==> src/rtl/core/psrq_pkg.sv <==
package psrq_pkg;

    // Width of each coordinate field on the ports.
    localparam int FIELD_BITS = 16;

    // Width of the count and length fields on the ports.
    localparam int LEN_BITS = 7;

    typedef enum logic [2:0]
    {
        ACT_PUSH     = 3'd0,
        ACT_POP      = 3'd1,
        ACT_DELETE   = 3'd2,
        ACT_COUNT    = 3'd3,
        ACT_CONTAINS = 3'd4
    } action_t;

    typedef enum logic [2:0]
    {
        ST_IDLE,
        ST_RSQ,
        ST_RWAIT,
        ST_WALK,
        ST_SHIFT,
        ST_FINISH
    } state_t;

    // Status that comes back from the squaring and compare unit.
    typedef struct packed
    {
        logic valid;
        logic eq;
        logic in_range;
    } unit_flags_t;

endpackage

==> src/rtl/core/psrq_ram.sv <==
module psrq_ram #(
    parameter int DEPTH      = 64,
    parameter int ADDR_BITS  = 6,
    parameter int DATA_BITS  = 32
) (
    input  logic                 clk,
    input  logic                 we,
    input  logic [ADDR_BITS-1:0] waddr,
    input  logic [DATA_BITS-1:0] wdata,
    input  logic                 re,
    input  logic [ADDR_BITS-1:0] raddr,
    output logic [DATA_BITS-1:0] rdata
);

    logic [DATA_BITS-1:0] mem [DEPTH];
    logic [DATA_BITS-1:0] rdata_reg;

    always_ff @(posedge clk)
    begin
        if (we)
        begin
            mem[waddr] <= wdata;
        end
    end

    always_ff @(posedge clk)
    begin
        if (re)
        begin
            rdata_reg <= mem[raddr];
        end
    end

    assign rdata = rdata_reg;

endmodule

==> src/rtl/core/psrq_unit.sv <==
module psrq_unit #(
    parameter int COORD_BITS = 16,
    parameter int TAG_BITS   = 6
) (
    input  logic                         clk,
    input  logic                         rst_n,
    input  logic                         in_valid,
    input  logic [TAG_BITS-1:0]          in_tag,
    input  logic signed [COORD_BITS-1:0] a,
    input  logic signed [COORD_BITS-1:0] b,
    input  logic signed [COORD_BITS-1:0] key_a,
    input  logic signed [COORD_BITS-1:0] key_b,
    input  logic [2*COORD_BITS-1:0]      limit,
    output psrq_pkg::unit_flags_t        flags,
    output logic [TAG_BITS-1:0]          tag,
    output logic [2*COORD_BITS-1:0]      sum
);

    localparam int SQ_BITS = 2 * COORD_BITS;

    logic [COORD_BITS-1:0] abs_a;
    logic [COORD_BITS-1:0] abs_b;
    logic [SQ_BITS-1:0]    sq_a_next;
    logic [SQ_BITS-1:0]    sq_b_next;
    logic [SQ_BITS-1:0]    sum_next;

    logic [SQ_BITS-1:0]    sq_a_reg;
    logic [SQ_BITS-1:0]    sq_b_reg;
    logic                  eq1_reg;
    logic                  v1_reg;
    logic [TAG_BITS-1:0]   tag1_reg;

    logic [SQ_BITS-1:0]    sum_reg;
    logic                  within_reg;
    logic                  eq2_reg;
    logic                  v2_reg;
    logic [TAG_BITS-1:0]   tag2_reg;

    // The magnitude of the most negative value still fits as an unsigned pattern.
    assign abs_a     = a[COORD_BITS-1] ? (~a + 1'b1) : a;
    assign abs_b     = b[COORD_BITS-1] ? (~b + 1'b1) : b;
    assign sq_a_next = abs_a * abs_a;
    assign sq_b_next = abs_b * abs_b;
    assign sum_next  = sq_a_reg + sq_b_reg;

    always_ff @(posedge clk or negedge rst_n)
    begin
        if (!rst_n)
        begin
            v1_reg <= 1'b0;
            v2_reg <= 1'b0;
        end
        else
        begin
            v1_reg <= in_valid;
            v2_reg <= v1_reg;
        end
    end

    always_ff @(posedge clk)
    begin
        sq_a_reg   <= sq_a_next;
        sq_b_reg   <= sq_b_next;
        eq1_reg    <= (a == key_a) && (b == key_b);
        tag1_reg   <= in_tag;
        sum_reg    <= sum_next;
        within_reg <= (sum_next <= limit);
        eq2_reg    <= eq1_reg;
        tag2_reg   <= tag1_reg;
    end

    assign flags.valid    = v2_reg;
    assign flags.eq       = eq2_reg;
    assign flags.in_range = within_reg;
    assign tag            = tag2_reg;
    assign sum            = sum_reg;

endmodule

==> src/rtl/core/point_stack_with_radius_query.sv <==
// Bounded store of signed points, newest first, with push, pop, delete of the
// newest matching point, count within a radius and a membership test.
// The input channel (in_valid, in_stall) takes one item at a time: in_stall is
// high from the cycle after an item is accepted until its result has been
// placed in the output register. The output channel (out_valid, out_stall)
// holds one result item; a new item may be accepted while it waits.
// Push, pop and unused actions go straight to the finish state. Contains and
// delete walk the stored points newest first until a match or the last entry,
// and delete then reads each entry above the match and writes it one place
// lower to close the gap. Count within radius first squares the radius in the
// unit and then walks every stored point. Each walk is paced by the single
// read port of the point memory, which gives one entry a cycle to the shared
// squaring and compare unit, whose two stages add their latency at the end of
// each walk.
// A stalled receiver holds the result in the output register; the next item
// then waits in the finish state until the register is free.
// Reset empties the store at once; the memory contents are not cleared.
module point_stack_with_radius_query #(
    parameter int MAX_POINTS = 64,
    parameter int COORD_BITS = 16
) (
    input  logic                                  clk,
    input  logic                                  rst_n,
    input  logic                                  in_valid,
    output logic                                  in_stall,
    input  logic [2:0]                            action,
    input  logic signed [psrq_pkg::FIELD_BITS-1:0] x_coord,
    input  logic signed [psrq_pkg::FIELD_BITS-1:0] y_coord,
    input  logic signed [psrq_pkg::FIELD_BITS-1:0] radius,
    output logic                                  out_valid,
    input  logic                                  out_stall,
    output logic                                  ok,
    output logic [psrq_pkg::LEN_BITS-1:0]         match_count,
    output logic [psrq_pkg::LEN_BITS-1:0]         list_length
);

    localparam int IDX_W  = (MAX_POINTS > 1) ? $clog2(MAX_POINTS) : 1;
    localparam int CNT_W  = $clog2(MAX_POINTS + 1);
    localparam int ENT_W  = 2 * COORD_BITS;
    localparam int SQ_W   = 2 * COORD_BITS;
    localparam int WIDE_W = 2 * psrq_pkg::FIELD_BITS;
    localparam int LEN_W  = psrq_pkg::LEN_BITS;

    psrq_pkg::state_t state_reg, state_next;

    logic [2:0]                   act_reg, act_next;
    logic signed [COORD_BITS-1:0] kx_reg, kx_next;
    logic signed [COORD_BITS-1:0] ky_reg, ky_next;
    logic signed [COORD_BITS-1:0] kr_reg, kr_next;
    logic [CNT_W-1:0]             count_reg, count_next;
    logic [CNT_W-1:0]             idx_reg, idx_next;
    logic [CNT_W-1:0]             rem_reg, rem_next;
    logic [1:0]                   pend_reg, pend_next;
    logic                         found_reg, found_next;
    logic [IDX_W-1:0]             slot_reg, slot_next;
    logic [CNT_W-1:0]             mcnt_reg, mcnt_next;
    logic [SQ_W-1:0]              rr_reg, rr_next;
    logic                         rd_valid_reg, rd_valid_next;
    logic [IDX_W-1:0]             rd_tag_reg, rd_tag_next;
    logic                         out_valid_reg, out_valid_next;
    logic                         out_ok_reg, out_ok_next;
    logic [LEN_W-1:0]             out_match_reg, out_match_next;
    logic [LEN_W-1:0]             out_len_reg, out_len_next;

    logic [WIDE_W-1:0] x_wide;
    logic [WIDE_W-1:0] y_wide;
    logic [WIDE_W-1:0] r_wide;

    logic             ram_we;
    logic [IDX_W-1:0] ram_waddr;
    logic [ENT_W-1:0] ram_wdata;
    logic             ram_re;
    logic [ENT_W-1:0] ram_rdata;

    logic                         u_valid;
    logic signed [COORD_BITS-1:0] u_a;
    logic signed [COORD_BITS-1:0] u_b;
    psrq_pkg::unit_flags_t        u_flags;
    logic [IDX_W-1:0]             u_tag;
    logic [SQ_W-1:0]              u_sum;

    logic is_search;
    logic issue;

    // Coordinates are taken from the low bits of the zero-extended field.
    assign x_wide = {{psrq_pkg::FIELD_BITS{1'b0}}, x_coord};
    assign y_wide = {{psrq_pkg::FIELD_BITS{1'b0}}, y_coord};
    assign r_wide = {{psrq_pkg::FIELD_BITS{1'b0}}, radius};

    assign is_search = (act_reg == psrq_pkg::ACT_DELETE) ||
                       (act_reg == psrq_pkg::ACT_CONTAINS);

    // The radius is squared by feeding it through the unit with a zero partner.
    assign u_valid = (state_reg == psrq_pkg::ST_RSQ) ||
                     ((state_reg == psrq_pkg::ST_WALK) && rd_valid_reg);
    assign u_a     = (state_reg == psrq_pkg::ST_RSQ) ? kr_reg
                                                     : ram_rdata[ENT_W-1:COORD_BITS];
    assign u_b     = (state_reg == psrq_pkg::ST_RSQ) ? '0 : ram_rdata[COORD_BITS-1:0];

    psrq_ram #(
        .DEPTH     (MAX_POINTS),
        .ADDR_BITS (IDX_W),
        .DATA_BITS (ENT_W)
    ) u_ram (
        .clk   (clk),
        .we    (ram_we),
        .waddr (ram_waddr),
        .wdata (ram_wdata),
        .re    (ram_re),
        .raddr (idx_reg[IDX_W-1:0]),
        .rdata (ram_rdata)
    );

    psrq_unit #(
        .COORD_BITS (COORD_BITS),
        .TAG_BITS   (IDX_W)
    ) u_unit (
        .clk      (clk),
        .rst_n    (rst_n),
        .in_valid (u_valid),
        .in_tag   (rd_tag_reg),
        .a        (u_a),
        .b        (u_b),
        .key_a    (kx_reg),
        .key_b    (ky_reg),
        .limit    (rr_reg),
        .flags    (u_flags),
        .tag      (u_tag),
        .sum      (u_sum)
    );

    always_ff @(posedge clk or negedge rst_n)
    begin
        if (!rst_n)
        begin
            state_reg     <= psrq_pkg::ST_IDLE;
            count_reg     <= '0;
            pend_reg      <= '0;
            found_reg     <= 1'b0;
            rd_valid_reg  <= 1'b0;
            out_valid_reg <= 1'b0;
        end
        else
        begin
            state_reg     <= state_next;
            count_reg     <= count_next;
            pend_reg      <= pend_next;
            found_reg     <= found_next;
            rd_valid_reg  <= rd_valid_next;
            out_valid_reg <= out_valid_next;
        end
    end

    always_ff @(posedge clk)
    begin
        act_reg       <= act_next;
        kx_reg        <= kx_next;
        ky_reg        <= ky_next;
        kr_reg        <= kr_next;
        idx_reg       <= idx_next;
        rem_reg       <= rem_next;
        slot_reg      <= slot_next;
        mcnt_reg      <= mcnt_next;
        rr_reg        <= rr_next;
        rd_tag_reg    <= rd_tag_next;
        out_ok_reg    <= out_ok_next;
        out_match_reg <= out_match_next;
        out_len_reg   <= out_len_next;
    end

    always_comb
    begin
        state_next     = state_reg;
        act_next       = act_reg;
        kx_next        = kx_reg;
        ky_next        = ky_reg;
        kr_next        = kr_reg;
        count_next     = count_reg;
        idx_next       = idx_reg;
        rem_next       = rem_reg;
        pend_next      = pend_reg;
        found_next     = found_reg;
        slot_next      = slot_reg;
        mcnt_next      = mcnt_reg;
        rr_next        = rr_reg;
        rd_valid_next  = 1'b0;
        rd_tag_next    = rd_tag_reg;
        out_valid_next = out_valid_reg;
        out_ok_next    = out_ok_reg;
        out_match_next = out_match_reg;
        out_len_next   = out_len_reg;
        ram_we         = 1'b0;
        ram_waddr      = count_reg[IDX_W-1:0];
        ram_wdata      = {kx_reg, ky_reg};
        ram_re         = 1'b0;
        issue          = 1'b0;

        if (out_valid_reg && !out_stall)
        begin
            out_valid_next = 1'b0;
        end

        unique case (state_reg)
            psrq_pkg::ST_IDLE:
            begin
                if (in_valid)
                begin
                    act_next   = action;
                    kx_next    = x_wide[COORD_BITS-1:0];
                    ky_next    = y_wide[COORD_BITS-1:0];
                    kr_next    = r_wide[COORD_BITS-1:0];
                    found_next = 1'b0;
                    mcnt_next  = '0;
                    pend_next  = '0;
                    rem_next   = count_reg;
                    unique case (action)
                        psrq_pkg::ACT_COUNT:
                        begin
                            idx_next   = '0;
                            state_next = psrq_pkg::ST_RSQ;
                        end
                        psrq_pkg::ACT_DELETE, psrq_pkg::ACT_CONTAINS:
                        begin
                            // Search runs newest first, so the first hit is the one to take.
                            idx_next   = count_reg - 1'b1;
                            state_next = psrq_pkg::ST_WALK;
                        end
                        default:
                        begin
                            state_next = psrq_pkg::ST_FINISH;
                        end
                    endcase
                end
            end

            psrq_pkg::ST_RSQ:
            begin
                state_next = psrq_pkg::ST_RWAIT;
            end

            psrq_pkg::ST_RWAIT:
            begin
                if (u_flags.valid)
                begin
                    rr_next    = u_sum;
                    state_next = psrq_pkg::ST_WALK;
                end
            end

            psrq_pkg::ST_WALK:
            begin
                issue = (rem_reg != '0) && !found_reg;
                if (issue)
                begin
                    ram_re        = 1'b1;
                    rd_valid_next = 1'b1;
                    rd_tag_next   = idx_reg[IDX_W-1:0];
                    rem_next      = rem_reg - 1'b1;
                    if (is_search)
                    begin
                        idx_next = idx_reg - 1'b1;
                    end
                    else
                    begin
                        idx_next = idx_reg + 1'b1;
                    end
                end
                pend_next = pend_reg + {1'b0, issue} - {1'b0, u_flags.valid};

                if (u_flags.valid)
                begin
                    if ((act_reg == psrq_pkg::ACT_COUNT) && u_flags.in_range)
                    begin
                        mcnt_next = mcnt_reg + 1'b1;
                    end
                    if (is_search && u_flags.eq && !found_reg)
                    begin
                        found_next = 1'b1;
                        slot_next  = u_tag;
                    end
                end

                if (((rem_reg == '0) || found_reg) && (pend_reg == '0))
                begin
                    if ((act_reg == psrq_pkg::ACT_DELETE) && found_reg &&
                        ((CNT_W'(slot_reg) + 1'b1) < count_reg))
                    begin
                        idx_next   = CNT_W'(slot_reg) + 1'b1;
                        rem_next   = count_reg - CNT_W'(slot_reg) - 1'b1;
                        state_next = psrq_pkg::ST_SHIFT;
                    end
                    else
                    begin
                        state_next = psrq_pkg::ST_FINISH;
                    end
                end
            end

            psrq_pkg::ST_SHIFT:
            begin
                // Each entry above the match is read and written one place lower.
                if (rem_reg != '0)
                begin
                    ram_re        = 1'b1;
                    rd_valid_next = 1'b1;
                    rd_tag_next   = idx_reg[IDX_W-1:0];
                    idx_next      = idx_reg + 1'b1;
                    rem_next      = rem_reg - 1'b1;
                end
                if (rd_valid_reg)
                begin
                    ram_we    = 1'b1;
                    ram_waddr = rd_tag_reg - 1'b1;
                    ram_wdata = ram_rdata;
                end
                if ((rem_reg == '0) && !rd_valid_reg)
                begin
                    state_next = psrq_pkg::ST_FINISH;
                end
            end

            psrq_pkg::ST_FINISH:
            begin
                if (!out_valid_reg || !out_stall)
                begin
                    out_valid_next = 1'b1;
                    out_ok_next    = 1'b0;
                    out_match_next = '0;
                    unique case (act_reg)
                        psrq_pkg::ACT_PUSH:
                        begin
                            if (count_reg < CNT_W'(MAX_POINTS))
                            begin
                                ram_we      = 1'b1;
                                count_next  = count_reg + 1'b1;
                                out_ok_next = 1'b1;
                            end
                        end
                        psrq_pkg::ACT_POP:
                        begin
                            if (count_reg != '0)
                            begin
                                count_next  = count_reg - 1'b1;
                                out_ok_next = 1'b1;
                            end
                        end
                        psrq_pkg::ACT_DELETE:
                        begin
                            if (found_reg)
                            begin
                                count_next  = count_reg - 1'b1;
                                out_ok_next = 1'b1;
                            end
                        end
                        psrq_pkg::ACT_COUNT:
                        begin
                            out_ok_next    = (mcnt_reg != '0);
                            out_match_next = LEN_W'(mcnt_reg);
                        end
                        psrq_pkg::ACT_CONTAINS:
                        begin
                            out_ok_next = found_reg;
                        end
                        default:
                        begin
                            out_ok_next = 1'b0;
                        end
                    endcase
                    out_len_next = LEN_W'(count_next);
                    state_next   = psrq_pkg::ST_IDLE;
                end
            end

            default:
            begin
                state_next = psrq_pkg::ST_IDLE;
            end
        endcase
    end

    assign in_stall    = (state_reg != psrq_pkg::ST_IDLE);
    assign out_valid   = out_valid_reg;
    assign ok          = out_ok_reg;
    assign match_count = out_match_reg;
    assign list_length = out_len_reg;

endmodule

==> config.mk <==
export PLATFORM = sky130hd
export DESIGN_NAME = point_stack_with_radius_query
export DESIGN_NICKNAME = d
export VERILOG_FILES = /design/src/rtl/core/psrq_pkg.sv /design/src/rtl/core/psrq_ram.sv /design/src/rtl/core/psrq_unit.sv /design/src/rtl/core/point_stack_with_radius_query.sv
export SDC_FILE = /design/constraint.sdc
export NUM_CORES = 2
export LEC_CHECK = 0
export BUFFER_PORTS_ARGS = -buffer_cell sky130_fd_sc_hd__buf_2
export CAP_MARGIN = 40
export CORE_MARGIN = 8
export CORE_UTILIZATION = 23
export DETAILED_ROUTE_END_ITERATION = 10
export SYNTH_ARGS = -nofsm -noshare
export SYNTH_HDL_FRONTEND = slang
export SYNTH_SLANG_ARGS = --single-unit
export TNS_END_PERCENT = 1
==> constraint.sdc <==
create_clock -name clk -period 14.2 [get_ports clk]
set_input_delay 0.71 -clock clk [delete_from_list [all_inputs] [get_ports clk]]
set_output_delay 0.71 -clock clk [all_outputs]
set_load 0.02 [all_outputs]
==> impl_results.md <==
- Post-synthesis adder-cell area fraction: 9.53%
- Crit end category: flip-flop
- Met1 Track Usage GR: 13.8%
- Footprint of the multi-input gates: between 30000 and 40000 um^2
- Setup skew after layout: around 140 ps
- Final Hold Viols: 0
- Routed WL per cell: ~21 um
- Mapped Area: about 110000 um^2
- Die width: about 690 um
- Reg with most FFs: u_ram.mem
- H-tree depth: 4
- Max FFs per register: just over 2000
- M3 GR Usage: under 10%
- Worst-Margin Slew: about 1100 ps
- Final #Nets: 6723
- Number of synthesized register bits: between 2000 and 2500
- Max cap viols: 0
- Global route total overflow: 0
- Yosys cell types: roughly 80
- Clk sinks: around 2300
- P&R area growth vs syn: 16.5%
- Critical Path Start Type: flip-flop
- GRT busiest layer: met2
- Setup violators final: 0
- Post-synthesis xor/xnor area fraction: under 10%
- Site Rows: 248
- Hold Worst Slack: 68.9 ps
- Share of layout cells above drive strength 1: between 20% and 30%
- Fillers: around 45000
- First-pass GRT wire length: between 300 and 400 mm
- Largest family of logic cells by synthesized area: multiplexers
- Setup CP Type: reg2reg
- Remaining DRCs: 0
- Post-CTS setup buffers: 0
- Post-place setup slack: ~4600 ps
- CP max-delay cell: xor2_1
- Sequential cell area: between 60000 and 70000 um^2
- Cells after synthesis: around 5800
- Clk Latency, worst-skew pair: between 900 and 1000 ps
- Post-Synthesis Mean Instance Area: around 18 um^2
- Post-synth top area share: 63.0%
- Number of diodes: 0
- Sequential area share after synthesis: between 60% and 70%
- Synth Area in Compound Gates: 2.39%
- Largest net degree at the start of global routing: 137
- Ranking of synthesized cells by area: edfxtp_1, mux4_2, fa_1
- Unrepaired setup endpoints after global routing: no
- CTS root buf: clkbuf_16
- Top cell type by total area after synthesis: edfxtp_1
- TritonCTS Buffers: 233
- Starting DRT DRC Count: 5244
- RD Place Congestion: about 0.84
- Vias in the first global route: ~56000
- CTS tree: yes
- Syn. warnings: 0
- Status: completed
- Initial Util: a little under a quarter
- Dpl hpwl: 165 mm
- Vias per std cell: 4.36
- Async S/R FF share, synth: 0.728%
- Number of synthesized flops with an enable pin: 2210
- Simple-gate area share of the yosys netlist: between 3 and 4%
- Worst rel slew slack: 26.3%
- DRT antenna net count: 0
- Count leader, synth: edfxtp_1
- PnR worst setup slack: 4530 ps
- Clk buf depth: 3
- WL final: 260 mm
- Sum Neg Setup Slack: 0 ps
- Die ar.: 480000 um^2
- CP Max Fanout: 29
- Hold crit path type: in2reg
- Clock slew at reported path FFs: approximately 70 ps
- Core Area: 456000 um^2
- Met2 Usage GRT: 18.2%
- GR Util All Layers: 10.5%
- 1st-pass router iterations: 6
- Die H: 693 um
- I/O Pins: 72
- Required time worst endpoint: 14890 ps
- Final slew viol count: 0
- Final period util: 68.1%
- Initial antenna violation count: 9
- Post-layout min period: 9670 ps
- Max Clk Rate: ~100 MHz
- Mux share of post-synthesis cell area: 15.1%
- Main synth FF type: edfxtp_1
- Port Buffers: 71
- Critical Path AT: ~10000 ps
- Routed vias: roughly 53000
- Most frequent CP cell: fa_1
- Max stage delay on crit path: 610 ps
- Most instantiated cells after synthesis: edfxtp_1, mux4_2, inv_1, fa_1, nor2_1
placed cells by master, fill, tap and decap left out, drive strengths merged, types with 31 or more instances in the layout:
cell	instances
a21o	59
a21oi	99
buf	236
clkbuf	277
clkinv	132
dfxtp	109
edfxtp	2210
fa	327
ha	279
inv	537
mux2	38
mux2i	31
mux4	672
nand2	218
nand3	43
nor2	300
nor3	49
o21ai	76
xnor2	101
xor2	76
critical path, delay by kind of cell (launching register included):
| family | cells | cell delay [ps] |
|---|---|---|
| fa+ha+maj | 8 | 3460 |
| compound gates | 7 | 1890 |
| buf+inv | 9 | 1590 |
| simple gates | 6 | 1320 |
| xor+xnor | 1 | 610 |
| flops | 1 | 430 |
| mux | 1 | 150 |
final cells by class:
| class | instances | share of cell area (%) |
|---|---|---|
| clock inverter | 160 | 1.32 |
| timing repair buffer | 253 | 2.02 |
| multi-input combinational | 2697 | 27.8 |
| inverter | 541 | 1.66 |
| sequential | 2336 | 56.2 |
| tap | 6000 | 6.12 |
| clock buffer | 276 | 4.92 |
path summary, 6_finish.rpt:
path	cells past startpoint	slack, ps	from	to
setup / recovery	32	4530	state_reg[2]$_DFFE_PN0P_	u_unit.sq_a_reg[28]$_DFF_P_
hold / removal	1	70	x_coord[7]	kx_reg[7]$_DFFE_PP_
setup reg to reg	32	4530	state_reg[2]$_DFFE_PN0P_	u_unit.sq_a_reg[28]$_DFF_P_
hold reg to reg	0	280	u_unit.tag1_reg[1]$_DFF_P_	u_unit.tag[1]$_DFF_P_
max in group asynchronous	2	13410	rst_n	count_reg[2]$_DFFE_PN0P_
min in group asynchronous	2	420	rst_n	out_valid$_DFF_PN0_
per-layer routing:
metal	routed length [um]	vias up
met5	27	-
met4	5390	4
met3	16700	354
met2	129000	1815
met1	109000	28496
li1	-	22828
metrics by stage:
step	cell area [um^2]	instances	utilization (%)
after floorplan	105000	5796	-
after global placement	114000	11748	24.9
after detailed placement	115000	11808	25.2
after CTS	123000	12260	26.9
after global routing	123000	12263	26.9
final	123000	12263	26.9
repair_timing:
action	in CTS	in global routing
hold buffers	16	0
gates resized for setup	0	0
endpoints found under the hold margin	32	0
cell families after synthesis:
logic type	after synthesis
compound gates	387
fa+ha+maj	606
buf+inv	763
flops	2336
other cells	2
simple gates	764
mux	741
xor+xnor	177
Power is left out: the tool's default activity adds up to more than one toggle a clock period on the data nets, which glitch-free logic cannot reach.
